### src/design/lbpc_pkg.sv
// ----------------------------------------------------------------------------
// lbpc_pkg
// Types and constants for the lamp button and battery power controller.
// ----------------------------------------------------------------------------
package lbpc_pkg;

    localparam int unsigned LEVEL_W = 10;
    localparam int unsigned TICK_W  = 16;
    localparam int unsigned CMD_W   = 3;
    localparam int unsigned STATE_W = 3;
    localparam int unsigned CFG_IDX_W  = 3;
    localparam int unsigned CFG_DATA_W = 16;

    localparam logic [TICK_W-1:0] TICK_MAX = '1;

    typedef enum logic [CFG_IDX_W-1:0] {
        CFG_BATT_LOW  = 3'd0,
        CFG_BATT_OFF  = 3'd1,
        CFG_SHORT     = 3'd2,
        CFG_LONG      = 3'd3,
        CFG_BATT_HOLD = 3'd4
    } cfg_idx_t;

    localparam logic [LEVEL_W-1:0] RST_BATT_LOW  = 10'd363;
    localparam logic [LEVEL_W-1:0] RST_BATT_OFF  = 10'd388;
    localparam logic [TICK_W-1:0]  RST_SHORT     = 16'd30;
    localparam logic [TICK_W-1:0]  RST_LONG      = 16'd500;
    localparam logic [TICK_W-1:0]  RST_BATT_HOLD = 16'd5000;

    typedef enum logic [STATE_W-1:0] {
        ST_WORK  = 3'd0,
        ST_HELD  = 3'd1,
        ST_WAIT  = 3'd2,
        ST_SLEEP = 3'd3,
        ST_WOKEN = 3'd4
    } mode_t;

    typedef enum logic [CMD_W-1:0] {
        CMD_NONE         = 3'd0,
        CMD_ON           = 3'd1,
        CMD_FLICKER      = 3'd2,
        CMD_FADE         = 3'd3,
        CMD_BLINK1       = 3'd4,
        CMD_BLINK2       = 3'd5,
        CMD_SLEEP        = 3'd6,
        CMD_FLICKER_FADE = 3'd7
    } led_cmd_t;

    typedef struct packed {
        logic [LEVEL_W-1:0] battery_low_level;
        logic [LEVEL_W-1:0] battery_off_level;
        logic [TICK_W-1:0]  short_press_ticks;
        logic [TICK_W-1:0]  long_press_ticks;
        logic [TICK_W-1:0]  battery_hold_ticks;
    } cfg_t;

    typedef struct packed {
        logic               key_pressed;
        logic               sample_valid;
        logic [LEVEL_W-1:0] battery_reading;
    } in_item_t;

    typedef struct packed {
        logic [CMD_W-1:0]   led_command;
        logic [STATE_W-1:0] power_state;
        logic               lock_active;
    } out_item_t;

endpackage

### src/design/lbpc_cfg_regs.sv
// ----------------------------------------------------------------------------
// lbpc_cfg_regs
// Configuration register file: levels and tick thresholds.
// ----------------------------------------------------------------------------
module lbpc_cfg_regs (
    input  logic                              clk,
    input  logic                              rst_n,
    input  logic                              wr_en,
    input  logic [lbpc_pkg::CFG_IDX_W-1:0]    wr_index,
    input  logic [lbpc_pkg::CFG_DATA_W-1:0]   wr_data,
    output lbpc_pkg::cfg_t                    cfg
);

    lbpc_pkg::cfg_t cfg_reg;
    lbpc_pkg::cfg_t cfg_next;

    always_comb
    begin
        cfg_next = cfg_reg;
        if (wr_en)
        begin
            unique case (wr_index)
                lbpc_pkg::CFG_BATT_LOW:
                    cfg_next.battery_low_level  = wr_data[lbpc_pkg::LEVEL_W-1:0];
                lbpc_pkg::CFG_BATT_OFF:
                    cfg_next.battery_off_level  = wr_data[lbpc_pkg::LEVEL_W-1:0];
                lbpc_pkg::CFG_SHORT:
                    cfg_next.short_press_ticks  = wr_data[lbpc_pkg::TICK_W-1:0];
                lbpc_pkg::CFG_LONG:
                    cfg_next.long_press_ticks   = wr_data[lbpc_pkg::TICK_W-1:0];
                lbpc_pkg::CFG_BATT_HOLD:
                    cfg_next.battery_hold_ticks = wr_data[lbpc_pkg::TICK_W-1:0];
                default:
                    cfg_next = cfg_reg;
            endcase
        end
    end

    always_ff @(posedge clk or negedge rst_n)
    begin
        if (!rst_n)
        begin
            cfg_reg.battery_low_level  <= lbpc_pkg::RST_BATT_LOW;
            cfg_reg.battery_off_level  <= lbpc_pkg::RST_BATT_OFF;
            cfg_reg.short_press_ticks  <= lbpc_pkg::RST_SHORT;
            cfg_reg.long_press_ticks   <= lbpc_pkg::RST_LONG;
            cfg_reg.battery_hold_ticks <= lbpc_pkg::RST_BATT_HOLD;
        end
        else
        begin
            cfg_reg <= cfg_next;
        end
    end

    assign cfg = cfg_reg;

endmodule

### src/design/lbpc_core.sv
// ----------------------------------------------------------------------------
// lbpc_core
// Power state machine, lock flag and saturating tick timers; one step per item.
// ----------------------------------------------------------------------------
module lbpc_core (
    input  logic                 clk,
    input  logic                 rst_n,
    input  logic                 step,
    input  lbpc_pkg::in_item_t   item,
    input  lbpc_pkg::cfg_t       cfg,
    output lbpc_pkg::out_item_t  result
);

    lbpc_pkg::mode_t            mode_reg, mode_next;
    logic                       lock_reg, lock_next;
    logic [lbpc_pkg::TICK_W-1:0] press_reg, press_next;
    logic [lbpc_pkg::TICK_W-1:0] low_reg, low_next;
    logic [lbpc_pkg::TICK_W-1:0] dead_reg, dead_next;

    logic [lbpc_pkg::TICK_W-1:0] press_inc, low_inc, dead_inc;
    logic                        low_hit, off_hit, flick, fade;
    lbpc_pkg::led_cmd_t          cmd;

    assign press_inc = (press_reg == lbpc_pkg::TICK_MAX) ? press_reg : press_reg + 1'b1;
    assign low_inc   = (low_reg == lbpc_pkg::TICK_MAX) ? low_reg : low_reg + 1'b1;
    assign dead_inc  = (dead_reg == lbpc_pkg::TICK_MAX) ? dead_reg : dead_reg + 1'b1;

    assign low_hit = item.battery_reading > cfg.battery_low_level;
    assign off_hit = item.battery_reading > cfg.battery_off_level;
    assign flick   = low_hit && (low_inc > cfg.battery_hold_ticks);
    assign fade    = off_hit && (dead_inc > cfg.battery_hold_ticks);

    // next state
    always_comb
    begin
        mode_next = mode_reg;
        unique case (mode_reg)
            lbpc_pkg::ST_WORK:
            begin
                if (item.key_pressed)
                    mode_next = lbpc_pkg::ST_HELD;
                else if (item.sample_valid && fade)
                    mode_next = lbpc_pkg::ST_WAIT;
            end
            lbpc_pkg::ST_HELD:
            begin
                if (item.key_pressed)
                begin
                    if (press_inc > cfg.long_press_ticks)
                        mode_next = lbpc_pkg::ST_WAIT;
                end
                else if (press_inc > cfg.short_press_ticks)
                    mode_next = lbpc_pkg::ST_WAIT;
                else
                    mode_next = lbpc_pkg::ST_WORK;
            end
            lbpc_pkg::ST_SLEEP:
            begin
                if (item.key_pressed)
                    mode_next = lbpc_pkg::ST_WOKEN;
            end
            lbpc_pkg::ST_WOKEN:
            begin
                if (item.key_pressed)
                begin
                    if (press_inc > cfg.long_press_ticks)
                        mode_next = lbpc_pkg::ST_WAIT;
                end
                else if (press_inc > cfg.short_press_ticks && !lock_reg)
                    mode_next = lbpc_pkg::ST_WORK;
                else
                    mode_next = lbpc_pkg::ST_WAIT;
            end
            default:
            begin
                mode_next = item.key_pressed ? lbpc_pkg::ST_WAIT : lbpc_pkg::ST_SLEEP;
            end
        endcase
    end

    // command, lock and timers
    always_comb
    begin
        cmd        = lbpc_pkg::CMD_NONE;
        lock_next  = lock_reg;
        press_next = press_inc;
        low_next   = low_inc;
        dead_next  = dead_inc;
        unique case (mode_reg)
            lbpc_pkg::ST_WORK:
            begin
                if (item.key_pressed)
                    press_next = '0;
                else if (item.sample_valid)
                begin
                    if (!low_hit || flick)
                        low_next = '0;
                    if (!off_hit || fade)
                        dead_next = '0;
                    if (flick && fade)
                        cmd = lbpc_pkg::CMD_FLICKER_FADE;
                    else if (flick)
                        cmd = lbpc_pkg::CMD_FLICKER;
                    else if (fade)
                        cmd = lbpc_pkg::CMD_FADE;
                end
            end
            lbpc_pkg::ST_HELD:
            begin
                if (item.key_pressed)
                begin
                    if (press_inc > cfg.long_press_ticks)
                        cmd = lbpc_pkg::CMD_FADE;
                end
                else if (press_inc > cfg.short_press_ticks)
                    cmd = lbpc_pkg::CMD_FADE;
            end
            lbpc_pkg::ST_SLEEP:
            begin
                if (item.key_pressed)
                begin
                    press_next = '0;
                    low_next   = '0;
                    dead_next  = '0;
                end
            end
            lbpc_pkg::ST_WOKEN:
            begin
                if (item.key_pressed)
                begin
                    if (press_inc > cfg.long_press_ticks)
                    begin
                        press_next = '0;
                        lock_next  = !lock_reg;
                        cmd = lock_reg ? lbpc_pkg::CMD_BLINK2 : lbpc_pkg::CMD_BLINK1;
                    end
                end
                else if (press_inc > cfg.short_press_ticks && !lock_reg)
                begin
                    press_next = '0;
                    cmd        = lbpc_pkg::CMD_ON;
                end
            end
            default:
            begin
                if (!item.key_pressed)
                    cmd = lbpc_pkg::CMD_SLEEP;
            end
        endcase
    end

    always_ff @(posedge clk or negedge rst_n)
    begin
        if (!rst_n)
        begin
            mode_reg  <= lbpc_pkg::ST_WAIT;
            lock_reg  <= 1'b0;
            press_reg <= '0;
            low_reg   <= '0;
            dead_reg  <= '0;
        end
        else if (step)
        begin
            mode_reg  <= mode_next;
            lock_reg  <= lock_next;
            press_reg <= press_next;
            low_reg   <= low_next;
            dead_reg  <= dead_next;
        end
    end

    assign result.led_command = cmd;
    assign result.power_state = mode_next;
    assign result.lock_active = lock_next;

endmodule

### src/design/lamp_button_power_controller.sv
// ----------------------------------------------------------------------------
// lamp_button_power_controller
// Lamp power controller: one input item per tick, one LED command per item.
// ----------------------------------------------------------------------------
// One item is accepted per clock while the output side does not stall. Each
// item is loaded into the input register and stepped through the
// single-step state machine, and its result is loaded into the output
// register. A stall on the output side holds the input register and then
// the input side.
module lamp_button_power_controller (
    input  logic                              clk,
    input  logic                              rst_n,
    input  logic                              in_valid,
    output logic                              in_stall,
    input  lbpc_pkg::in_item_t                in_data,
    output logic                              out_valid,
    input  logic                              out_stall,
    output lbpc_pkg::out_item_t               out_data,
    input  logic                              cfg_valid,
    output logic                              cfg_ready,
    input  logic [lbpc_pkg::CFG_IDX_W-1:0]    cfg_index,
    input  logic [lbpc_pkg::CFG_DATA_W-1:0]   cfg_data
);

    lbpc_pkg::cfg_t       cfg;
    lbpc_pkg::in_item_t   in_data_reg;
    logic                 in_valid_reg;
    lbpc_pkg::out_item_t  out_data_reg;
    logic                 out_valid_reg;
    lbpc_pkg::out_item_t  result;
    logic                 advance;

    assign cfg_ready = 1'b1;
    assign advance   = in_valid_reg && (!out_valid_reg || !out_stall);
    assign in_stall  = in_valid_reg && !advance;

    lbpc_cfg_regs u_cfg (
        .clk      (clk),
        .rst_n    (rst_n),
        .wr_en    (cfg_valid && cfg_ready),
        .wr_index (cfg_index),
        .wr_data  (cfg_data),
        .cfg      (cfg)
    );

    lbpc_core u_core (
        .clk    (clk),
        .rst_n  (rst_n),
        .step   (advance),
        .item   (in_data_reg),
        .cfg    (cfg),
        .result (result)
    );

    always_ff @(posedge clk or negedge rst_n)
    begin
        if (!rst_n)
        begin
            in_valid_reg  <= 1'b0;
            out_valid_reg <= 1'b0;
        end
        else
        begin
            if (!in_stall)
                in_valid_reg <= in_valid;
            if (advance)
                out_valid_reg <= 1'b1;
            else if (!out_stall)
                out_valid_reg <= 1'b0;
        end
    end

    always_ff @(posedge clk)
    begin
        if (!in_stall && in_valid)
            in_data_reg <= in_data;
        if (advance)
            out_data_reg <= result;
    end

    assign out_valid = out_valid_reg;
    assign out_data  = out_data_reg;

endmodule

### config.mk
export PLATFORM = sky130hd
export DESIGN_NAME = lamp_button_power_controller
export DESIGN_NICKNAME = d
export VERILOG_FILES = /design/src/design/lbpc_pkg.sv /design/src/design/lbpc_cfg_regs.sv /design/src/design/lbpc_core.sv /design/src/design/lamp_button_power_controller.sv
export SDC_FILE = /design/constraint.sdc
export NUM_CORES = 1
export LEC_CHECK = 0
export BUFFER_PORTS_ARGS = -buffer_cell sky130_fd_sc_hd__buf_4
export CAP_MARGIN = 40
export CELL_PAD_IN_SITES_DETAIL_PLACEMENT = 1
export CELL_PAD_IN_SITES_GLOBAL_PLACEMENT = 2
export CORE_MARGIN = 1
export CORE_UTILIZATION = 25
export DETAILED_ROUTE_END_ITERATION = 10
export PLACE_DENSITY_LB_ADDON = 0.3
export REMOVE_ABC_BUFFERS = 1
export SYNTH_ARGS = -nofsm -noshare
export SYNTH_HDL_FRONTEND = slang
export SYNTH_SLANG_ARGS = --single-unit
### constraint.sdc
create_clock -name clk -period 5.44 [get_ports clk]
set_clock_uncertainty 0.1 [all_clocks]
set_input_delay 1.088 -clock clk [delete_from_list [all_inputs] [get_ports clk]]
set_output_delay 1.088 -clock clk [all_outputs]
set_load 0.02 [all_outputs]
== Yosys cells after proc, flatten, opt, wreduce, memory -nomap -nowiden ==
Cells that the tools add are included.
Word-level totals
  word-level logic and storage cells: 111
  input port bits: 36
  bits in registers: 141
Cells by class
  order comparisons: 6
  add/subtract/negate cells: 3
  eq/ne operators: 11
  mux-type cells: 47
  reductions and logical operators: 26
Operators by type and width (count)
  $mux W16: 15
  $pmux W16 S2: 3
  $gt A16 B16 Y1: 4
  $add A16 B1 Y16 const B: 3
  $eq A16 B16 Y1 const B: 3
  $mux W3: 14
  $pmux W3 S4: 2
  $gt A10 B10 Y1: 2
  $mux W2: 5
  $reduce_and A2 Y1: 5
  $eq A3 B2 Y1 const B: 3
  $logic_and A1 B1 Y1: 8
  $mux W1: 8
  $logic_not A1 Y1: 7
  $eq A3 B1 Y1 const B: 2
  $eq A3 B3 Y1 const B: 2
  $logic_not A3 Y1: 2
  $logic_or A1 B1 Y1: 3
  $ne A2 B1 Y1 const B: 1
  $reduce_or A2 Y1: 1

== Logic depth before layout (Yosys ltp) ==
Gate-level depths: netlist (run 1).
  depth after elaboration: 10
  depth in mapped cells: 19

== Hierarchy ==
From an unflattened synthesis (run 1), not the netlist that was laid out.
Unflattened totals
  cell total of the unflattened synthesis: 877
  area total of the unflattened synthesis: 9011.1 µm²
By module, submodules not included
  lbpc_core: cells an instance 700, times used 1, area each 5665.4 µm²
  lbpc_cfg_regs: cells an instance 148, times used 1, area each 2671.3 µm²
  lamp_button_power_controller: cells an instance 29, times used 1, area each 674.4 µm²

== Worst setup path after synthesis (run 1) ==
No wires, ideal clock.
  kind: reg-to-reg
  from: register u_core.dead_reg[0] (netlist name)
  to: register u_core.dead_reg[9] (netlist name)
  required time: 5264 ps
  setup slack: 1406 ps
  arrival: 3857 ps
  cell stages (with the launch flop): 17
  setup time: 76 ps
  cells stage by stage: dfrtp_1 ha_1 nand2_1 or3_1 nor3_2 nor2_1 and3_1 xor2_1 ha_1 nand4_1 nor4_2 a21boi_1 o41a_1 or3_4 buf_6 or4_1 o21ai_1
On the way
  cells in the longest elaborated chain, start to end: 9
  elaborated cells on any way between the ends: 11
RTL lines
  from (decl): RTL line lbpc_core.sv:18  | logic [lbpc_pkg::TICK_W-1:0] dead_reg, dead_next;
  from (signal assigned): RTL line lbpc_core.sv:168  | dead_reg <= dead_next;
  $add A16 B1 Y16 or $eq A16 B16 Y1 (tied branches): RTL line lbpc_core.sv:26  | assign dead_inc = (dead_reg == lbpc_pkg::TICK_MAX) ? dead_reg : dead_reg + 1'b1;
  $mux W16 *: RTL line lbpc_core.sv:26
  $gt A16 B16 Y1: RTL line lbpc_core.sv:31  | assign fade = off_hit && (dead_inc > cfg.battery_hold_ticks);
  $logic_and A1 B1 Y1: RTL line lbpc_core.sv:31
  $logic_or A1 B1 Y1: RTL line lbpc_core.sv:98  | if (!off_hit || fade)
  $mux W16: RTL line lbpc_core.sv:98
  $mux W16: RTL line lbpc_core.sv:94  | else if (item.sample_valid)
  $mux W16: RTL line lbpc_core.sv:92  | if (item.key_pressed)
  $pmux W16 S2 *: RTL line lbpc_core.sv:89  | unique case (mode_reg)
Every way passes the cells marked *; elsewhere a longest branch is shown, timed or not.
A chain may end at the register's enable or synchronous reset.

== Worst setup path after layout (run 1) ==
  from: register u_core.low_reg[0] (netlist name)
  to: register u_core.low_reg[14] (netlist name)
On the way
  cells in the longest elaborated chain, start to end: 9
  elaborated cells on any way between the ends: 11
RTL lines
  from (decl): RTL line lbpc_core.sv:17  | logic [lbpc_pkg::TICK_W-1:0] low_reg, low_next;
  from (signal assigned): RTL line lbpc_core.sv:167  | low_reg <= low_next;
  $add A16 B1 Y16 or $eq A16 B16 Y1 (tied branches): RTL line lbpc_core.sv:25  | assign low_inc = (low_reg == lbpc_pkg::TICK_MAX) ? low_reg : low_reg + 1'b1;
  $mux W16 *: RTL line lbpc_core.sv:25
  $gt A16 B16 Y1: RTL line lbpc_core.sv:30  | assign flick = low_hit && (low_inc > cfg.battery_hold_ticks);
  $logic_and A1 B1 Y1: RTL line lbpc_core.sv:30
  $logic_or A1 B1 Y1: RTL line lbpc_core.sv:96  | if (!low_hit || flick)
  $mux W16: RTL line lbpc_core.sv:96
  $mux W16: RTL line lbpc_core.sv:94
  $mux W16: RTL line lbpc_core.sv:92
  $pmux W16 S2 *: RTL line lbpc_core.sv:89
Marked as above.

==> results_dict.tcl, run 1 <==
set metrics [dict create \
    grt_max_degree 55 \
    largest_register_ffs 68 \
    critPathArrivalTime_ns 4.77 \
    cts_setup_buffers 0 \
    grt_first_pass_wirelength_mm 42.4 \
    antenna_found_initial 0 \
    vias_per_cell 4.85 \
    postLayoutCoreUtil 0.298 \
    yosysTopAreaCell "dfrtp_1" \
    nNetsFinal 1122 \
    synth_cell_type_count 73 \
    synthTopCellsByArea "dfrtp_1 (27%), ha_1 (12%), dfstp_2 (7.4%)" \
    wl_mm 26.0 \
    die_h_um 191 \
    multi_input_area_mm2 0.00479 \
    cts_resized 0 \
    synth_common_cells "nand2_1 (141), dfrtp_1 (97), ha_1 (88), inv_1 (83), o21ai_0 (66)" \
    seq_area_mm2 0.00365 \
    cts_tree "yes" \
    yosysWarnings 0 \
    wl_per_cell_um 17.7 \
    nFillCells 4050 \
    hold_buffers 0 \
    max_freq_mhz 222 \
    async_flop_share 0.865 \
    ys_seq_area_frac 0.411 \
    dpl.hpwl_mm 19.5 \
    dieArea_mm2 0.0363 \
    drv_slew 0 \
    status "completed" \
    start_util 0.256 \
    yosys.cell_count.top_type "nand2_1" \
    period_minus_slack_ns 4.50 \
    firstDrtPassIters 5 \
    clk_pin_slew_ns 0.07 \
    worstSkewPairLatency_ns 0.44 \
    critPathMaxFanout 12 \
    cts_root_buf "clkbuf_16" \
    die_x_um 191 \
    yosysTopAreaCellShare 0.273 \
    max-cap-violations 0 \
    numCtsBuffers 17 \
    synthFlopType "dfrtp_1" \
    max_slew_margin 0.433 \
    gr-total-overflow 0 \
    worstSetupEndpointType "flip-flop" \
    hold_ws_ns 0.411 \
    postRouteAntennaNets 0 \
    crit_type "reg2reg" \
    num_io_pins 46 \
    synth_edf_count 19 \
    drcViolationCount 0 \
    timing_worst_slew_pin_value_ns 0.851 \
    vias 7111 \
    syn_area_per_cell_um2 9.27 \
    rsz0062_at_grt "no" \
    grt_pass1_vias 7409 \
    ys_seq_elements 141 \
    cp.required_ns 5.71 \
    ctsLongestPathBuffers 2 \
    power_density_mw_per_mm2 378 \
    cts.sinks 141 \
    routabilityCongestion 0.771 \
    fin_ws_ns 0.940 \
    n_antenna_cell 0 \
    hold_viol 0 \
    syn_area_mm2 0.00889 \
    synthCells 959 \
    pre_cts_ws_ns 0.900 \
    tns_ns 0 \
    peakVddDrop_v 0.000247 \
    drive_gt1_frac 0.165 \
    grt_usage 0.152 \
    htreeDepth 4 \
    hold_path.class "reg2reg" \
    drtIter0Drc 307 \
    rows 68 \
    start_kind "flip-flop" \
    post-route-period-util 0.827 \
    setup_viol 0 \
    p_leak_uw 0.00468 \
    syn2layout_area_growth_pct 16.7 \
    port_buffers 44 \
    core_mm2 0.0348 \
]
-- per-layer routing --
| layer | up-vias | part of all wire | GRT usage |
|---|---|---|---|
| met5 | - | 0 | 0 |
| met4 | 0 | 0.0093 | 0.0363 |
| met3 | 12 | 0.030 | 0.0272 |
| met2 | 85 | 0.46 | 0.243 |
| met1 | 3493 | 0.50 | 0.212 |
| li1 | 3521 | - | - |
-- cells in the final DEF (no fill, tap or decap), types with 6 or more instances in the layout --
master and count:
nand2_1 140, dfrtp_1 97, ha_1 88, inv_1 83
o21ai_0 66, buf_4 53, a21oi_1 40, nor2_1 35
nand3_1 34, mux2_2 26, dfstp_2 25, nand4_1 24
and2_1 19, clkbuf_16 19, edfxtp_1 19, xnor2_1 16
and3_1 15, o21a_1 15, nor3_1 11, o221ai_1 11
a41o_1 10, or2_2 9, and4_1 8, o22ai_1 8
nor2b_1 8, o211ai_1 8, a31oi_1 7, a22o_1 7
inv_6 7, nand2b_1 6, a21o_1 6
-- worst paths after layout --
check                                      to  slack (ns)         startpoint  depth (start not counted)
hold / removal                  u_cfg.cfg[28]        0.41      u_cfg.cfg[28]                          1
setup / recovery           u_core.low_reg[14]        0.94  u_core.low_reg[0]                         14
hold reg to reg                 u_cfg.cfg[28]        0.41      u_cfg.cfg[28]                          1
min in group asynchronous       u_cfg.cfg[38]        0.46              rst_n                          1
max in group asynchronous        u_cfg.cfg[9]        3.93              rst_n                          2
setup reg to reg           u_core.low_reg[14]        0.94  u_core.low_reg[0]                         14
-- cell families (layout without fill, tap and decap cells) --
family	count (synthesis)	count (layout)	synth area share
buffers and inverters	119	171	0.0519
flip-flops	141	141	0.411
AO/OA/AOI/OAI	214	214	0.159
other	1	1	0.000422
XOR/XNOR	21	21	0.0207
multiplexers	28	28	0.0352
adder cells (fa/ha/maj)	88	88	0.124
AND/OR/NAND/NOR	347	347	0.198
-- stage by stage --
step           instance area [um2]  instances  power, uW
2_1_floorplan                 8740        923       2290
3_3_place_gp                  9730       1431       2690
3_5_place_dp                  9780       1434       2740
4_1_cts                      10400       1466       4000
5_1_grt                      10400       1466       4220
6_report                     10400       1466       3920
-- power by group --
group	switching, uW	internal (uW)
Combinational	728	493
Sequential	169	1310
Clock	559	665
Total	1460	2460
-- area by class of cell --
type,instances,share of cell area
Multi-Input combinational cell,699,0.462
Inverter,83,0.0300
Timing Repair Buffer,56,0.0435
Clock buffer,19,0.0458
Clock inverter,13,0.0121
Tap cell,455,0.0549
Sequential cell,141,0.352
-- worst max-delay path, cell delays in order, from the launching register on --
cell and delay, ns:
dfrtp_1 0.45, ha_1 0.24, nand2_1 0.22, or3_1 0.43, o21ai_1 0.45, buf_4 0.25, nor3_1 0.06, or2_2 0.30
ha_1 0.32, nand4_1 0.14, a211oi_1 0.06, nor4b_1 0.41, o21a_1 0.51, o21a_1 0.32, a22o_1 0.17
(Power assumes the default switching activity.)
==> run 2: changes to the inputs <==
- ABC_AREA: not set -> 1
- clock period: 5.44 -> 4.3 ns (I/O delays scaled with it)
==> results_dict.tcl, run 2 <==
set metrics [dict create \
    p_sw_uw 1700 \
    cts_resized 0 \
    grt_usage 0.149 \
    status "completed" \
    netSwitchingFraction 0.364 \
    cts_setup_buffers 0 \
    setup_viol 0 \
    multi_input_area_mm2 0.00470 \
    comb_power_share 0.297 \
    yosys.cell_count.top_type "nand2_1" \
    drcViolationCount 0 \
    worstSkewPairLatency_ns 0.44 \
    peakVddDrop_v 0.000301 \
    firstDrtPassIters 4 \
    die_x_um 194 \
    power_frac_clock 0.330 \
    dp.cells 1728 \
    critPathMaxFanout 6 \
    synthFlopType "dfrtp_1" \
    max-cap-violations 0 \
    grt_pass1_vias 8259 \
    power_density_mw_per_mm2 438 \
    start_kind "flip-flop" \
    synthTopCellsByArea "dfrtp_1 (26%), nand2_1 (16%), ha_1 (12%)" \
    rsz0062_at_grt "no" \
    ys_seq_elements 141 \
    p_leak_uw 0.00550 \
    synth_edf_count 19 \
    timing_worst_slew_pin_value_ns 0.659 \
    grt_first_pass_wirelength_mm 44.4 \
    largest_register_ffs 68 \
    seq_area_mm2 0.00365 \
    hold_path.class "in2async" \
    nNetsFinal 1410 \
    pre_cts_ws_ns 0.392 \
    yosysTopAreaCellShare 0.264 \
    worstSetupEndpointType "flip-flop" \
    drtIter0Drc 318 \
    cts_tree "yes" \
    hold_buffers 0 \
    die_h_um 194 \
    grt_max_degree 83 \
    cp.required_ns 4.54 \
    rows 69 \
    async_flop_share 0.865 \
    postRouteAntennaNets 0 \
    post-route-period-util 0.866 \
    cts_root_buf "clkbuf_16" \
    wl_per_cell_um 14.9 \
    n_antenna_cell 0 \
    vias 7845 \
    routabilityCongestion 0.799 \
    ys_seq_area_frac 0.398 \
    dpl.hpwl_mm 20.1 \
    period_minus_slack_ns 3.73 \
    antenna_found_initial 1 \
    max_freq_mhz 268 \
    core_mm2 0.0359 \
    critPathArrivalTime_ns 3.97 \
    num_io_pins 46 \
    synth_common_cells "nand2_1 (389), inv_1 (180), nor2_1 (113), dfrtp_1 (97), o21ai_0 (95)" \
    hold_ws_ns 0.325 \
    gr-total-overflow 0 \
    final_cell_mix "nand2_1 (388), inv_1 (179), nor2_1 (112)" \
    max_slew_margin 0.559 \
    final_cells 1760 \
    numCtsBuffers 17 \
    yosysWarnings 0 \
    ctsLongestPathBuffers 2 \
    synthCells 1245 \
    clk_pin_slew_ns 0.06 \
    yosysTopAreaCell "dfrtp_1" \
    r2r_cells 23 \
    nFillCells 4431 \
    syn_area_mm2 0.00919 \
    synth_cell_type_count 40 \
    wl_mm 26.3 \
    vias_per_cell 4.46 \
    tns_ns 0 \
    fin_ws_ns 0.574 \
    mostFrequentLayoutCell "nand2_1" \
    drive_gt1_frac 0.102 \
    start_util 0.256 \
    syn_area_per_cell_um2 7.38 \
    drv_slew 0 \
    syn2layout_area_growth_pct 16.1 \
    pwr-share-seq 0.374 \
    dieArea_mm2 0.0375 \
    p_int_uw 2970 \
    htreeDepth 4 \
    hold_viol 0 \
    crit_type "reg2reg" \
    port_buffers 44 \
    cts.sinks 141 \
]
run 2: worst paths after layout:
path | to | start | slack [ns]
worst max-delay path | u_core.lock_reg | u_core.press_reg[0] | 0.57
worst min-delay path | u_cfg.cfg[46] | rst_n | 0.33
worst max register to register | u_core.lock_reg | u_core.press_reg[0] | 0.57
worst min register to register | out_valid | in_valid_reg | 0.37
max in group asynchronous | u_core.mode_reg[1] | rst_n | 3.02
min in group clk | out_valid | in_valid_reg | 0.37
run 2: final cells by class:
cell class                 instances  area share
multi-input combinational        885       0.440
clock inverter                    11      0.0124
inverter                         186      0.0654
sequential                       141       0.342
timing repair buffer              55      0.0421
tap                              461      0.0540
clock buffer                      21      0.0433
run 2: worst max-delay path, stage by stage, from the launching register on:
cell     delay [ns]
dfrtp_1        0.43
ha_1           0.30
nand3_1        0.13
inv_1          0.11
nand4_1        0.11
nor2_1         0.11
nand2_1        0.16
nand2_1        0.12
xor2_1         0.19
inv_1          0.09
ha_1           0.30
nand2_1        0.07
inv_1          0.05
o21ai_0        0.09
a21oi_1        0.09
nor2_1         0.20
nand2_1        0.10
nand2_2        0.16
inv_1          0.06
ha_1           0.27
nor2_1         0.04
a21oi_1        0.19
nand2_1        0.07
o21ai_0        0.09
run 2: per-layer routing:
layer  track usage  up-vias  part of all wire
met5             0        -                 0
met4        0.0302        0            0.0076
met3        0.0257       11             0.022
met2         0.238       66              0.44
met1         0.210     3739              0.53
li1              -     4029                 -
run 2: logic make-up after synthesis:
kind of cell    after synthesis  share of synthesized area
compound gates              175                      0.100
xor+xnor                     26                     0.0248
fa+ha+maj                    88                      0.120
buf+inv                     219                     0.0923
flops                       141                      0.398
other cells                   1                   0.000408
simple gates                595                      0.265
run 2: through the flow:
| step | instance area [um2] | power [uW] | utilization |
|---|---|---|---|
| 2_1_floorplan | 9040 | 2670 | - |
| 3_3_place_gp | 10000 | 3150 | 0.280 |
| 3_5_place_dp | 10100 | 3190 | 0.280 |
| 4_1_cts | 10700 | 4770 | 0.297 |
| 5_1_grt | 10700 | 5040 | 0.297 |
| 6_report | 10700 | 4670 | 0.297 |
run 2: power groups by stage:
stage | clock, uW | sequential, uW | combinational (uW)
6_report | 1540 | 1750 | 1390
5_1_grt | 1640 | 1780 | 1630
4_1_cts | 1600 | 1750 | 1430
3_5_place_dp | 0 | 1770 | 1420
3_3_place_gp | 0 | 1770 | 1390
2_1_floorplan | 0 | 1750 | 918
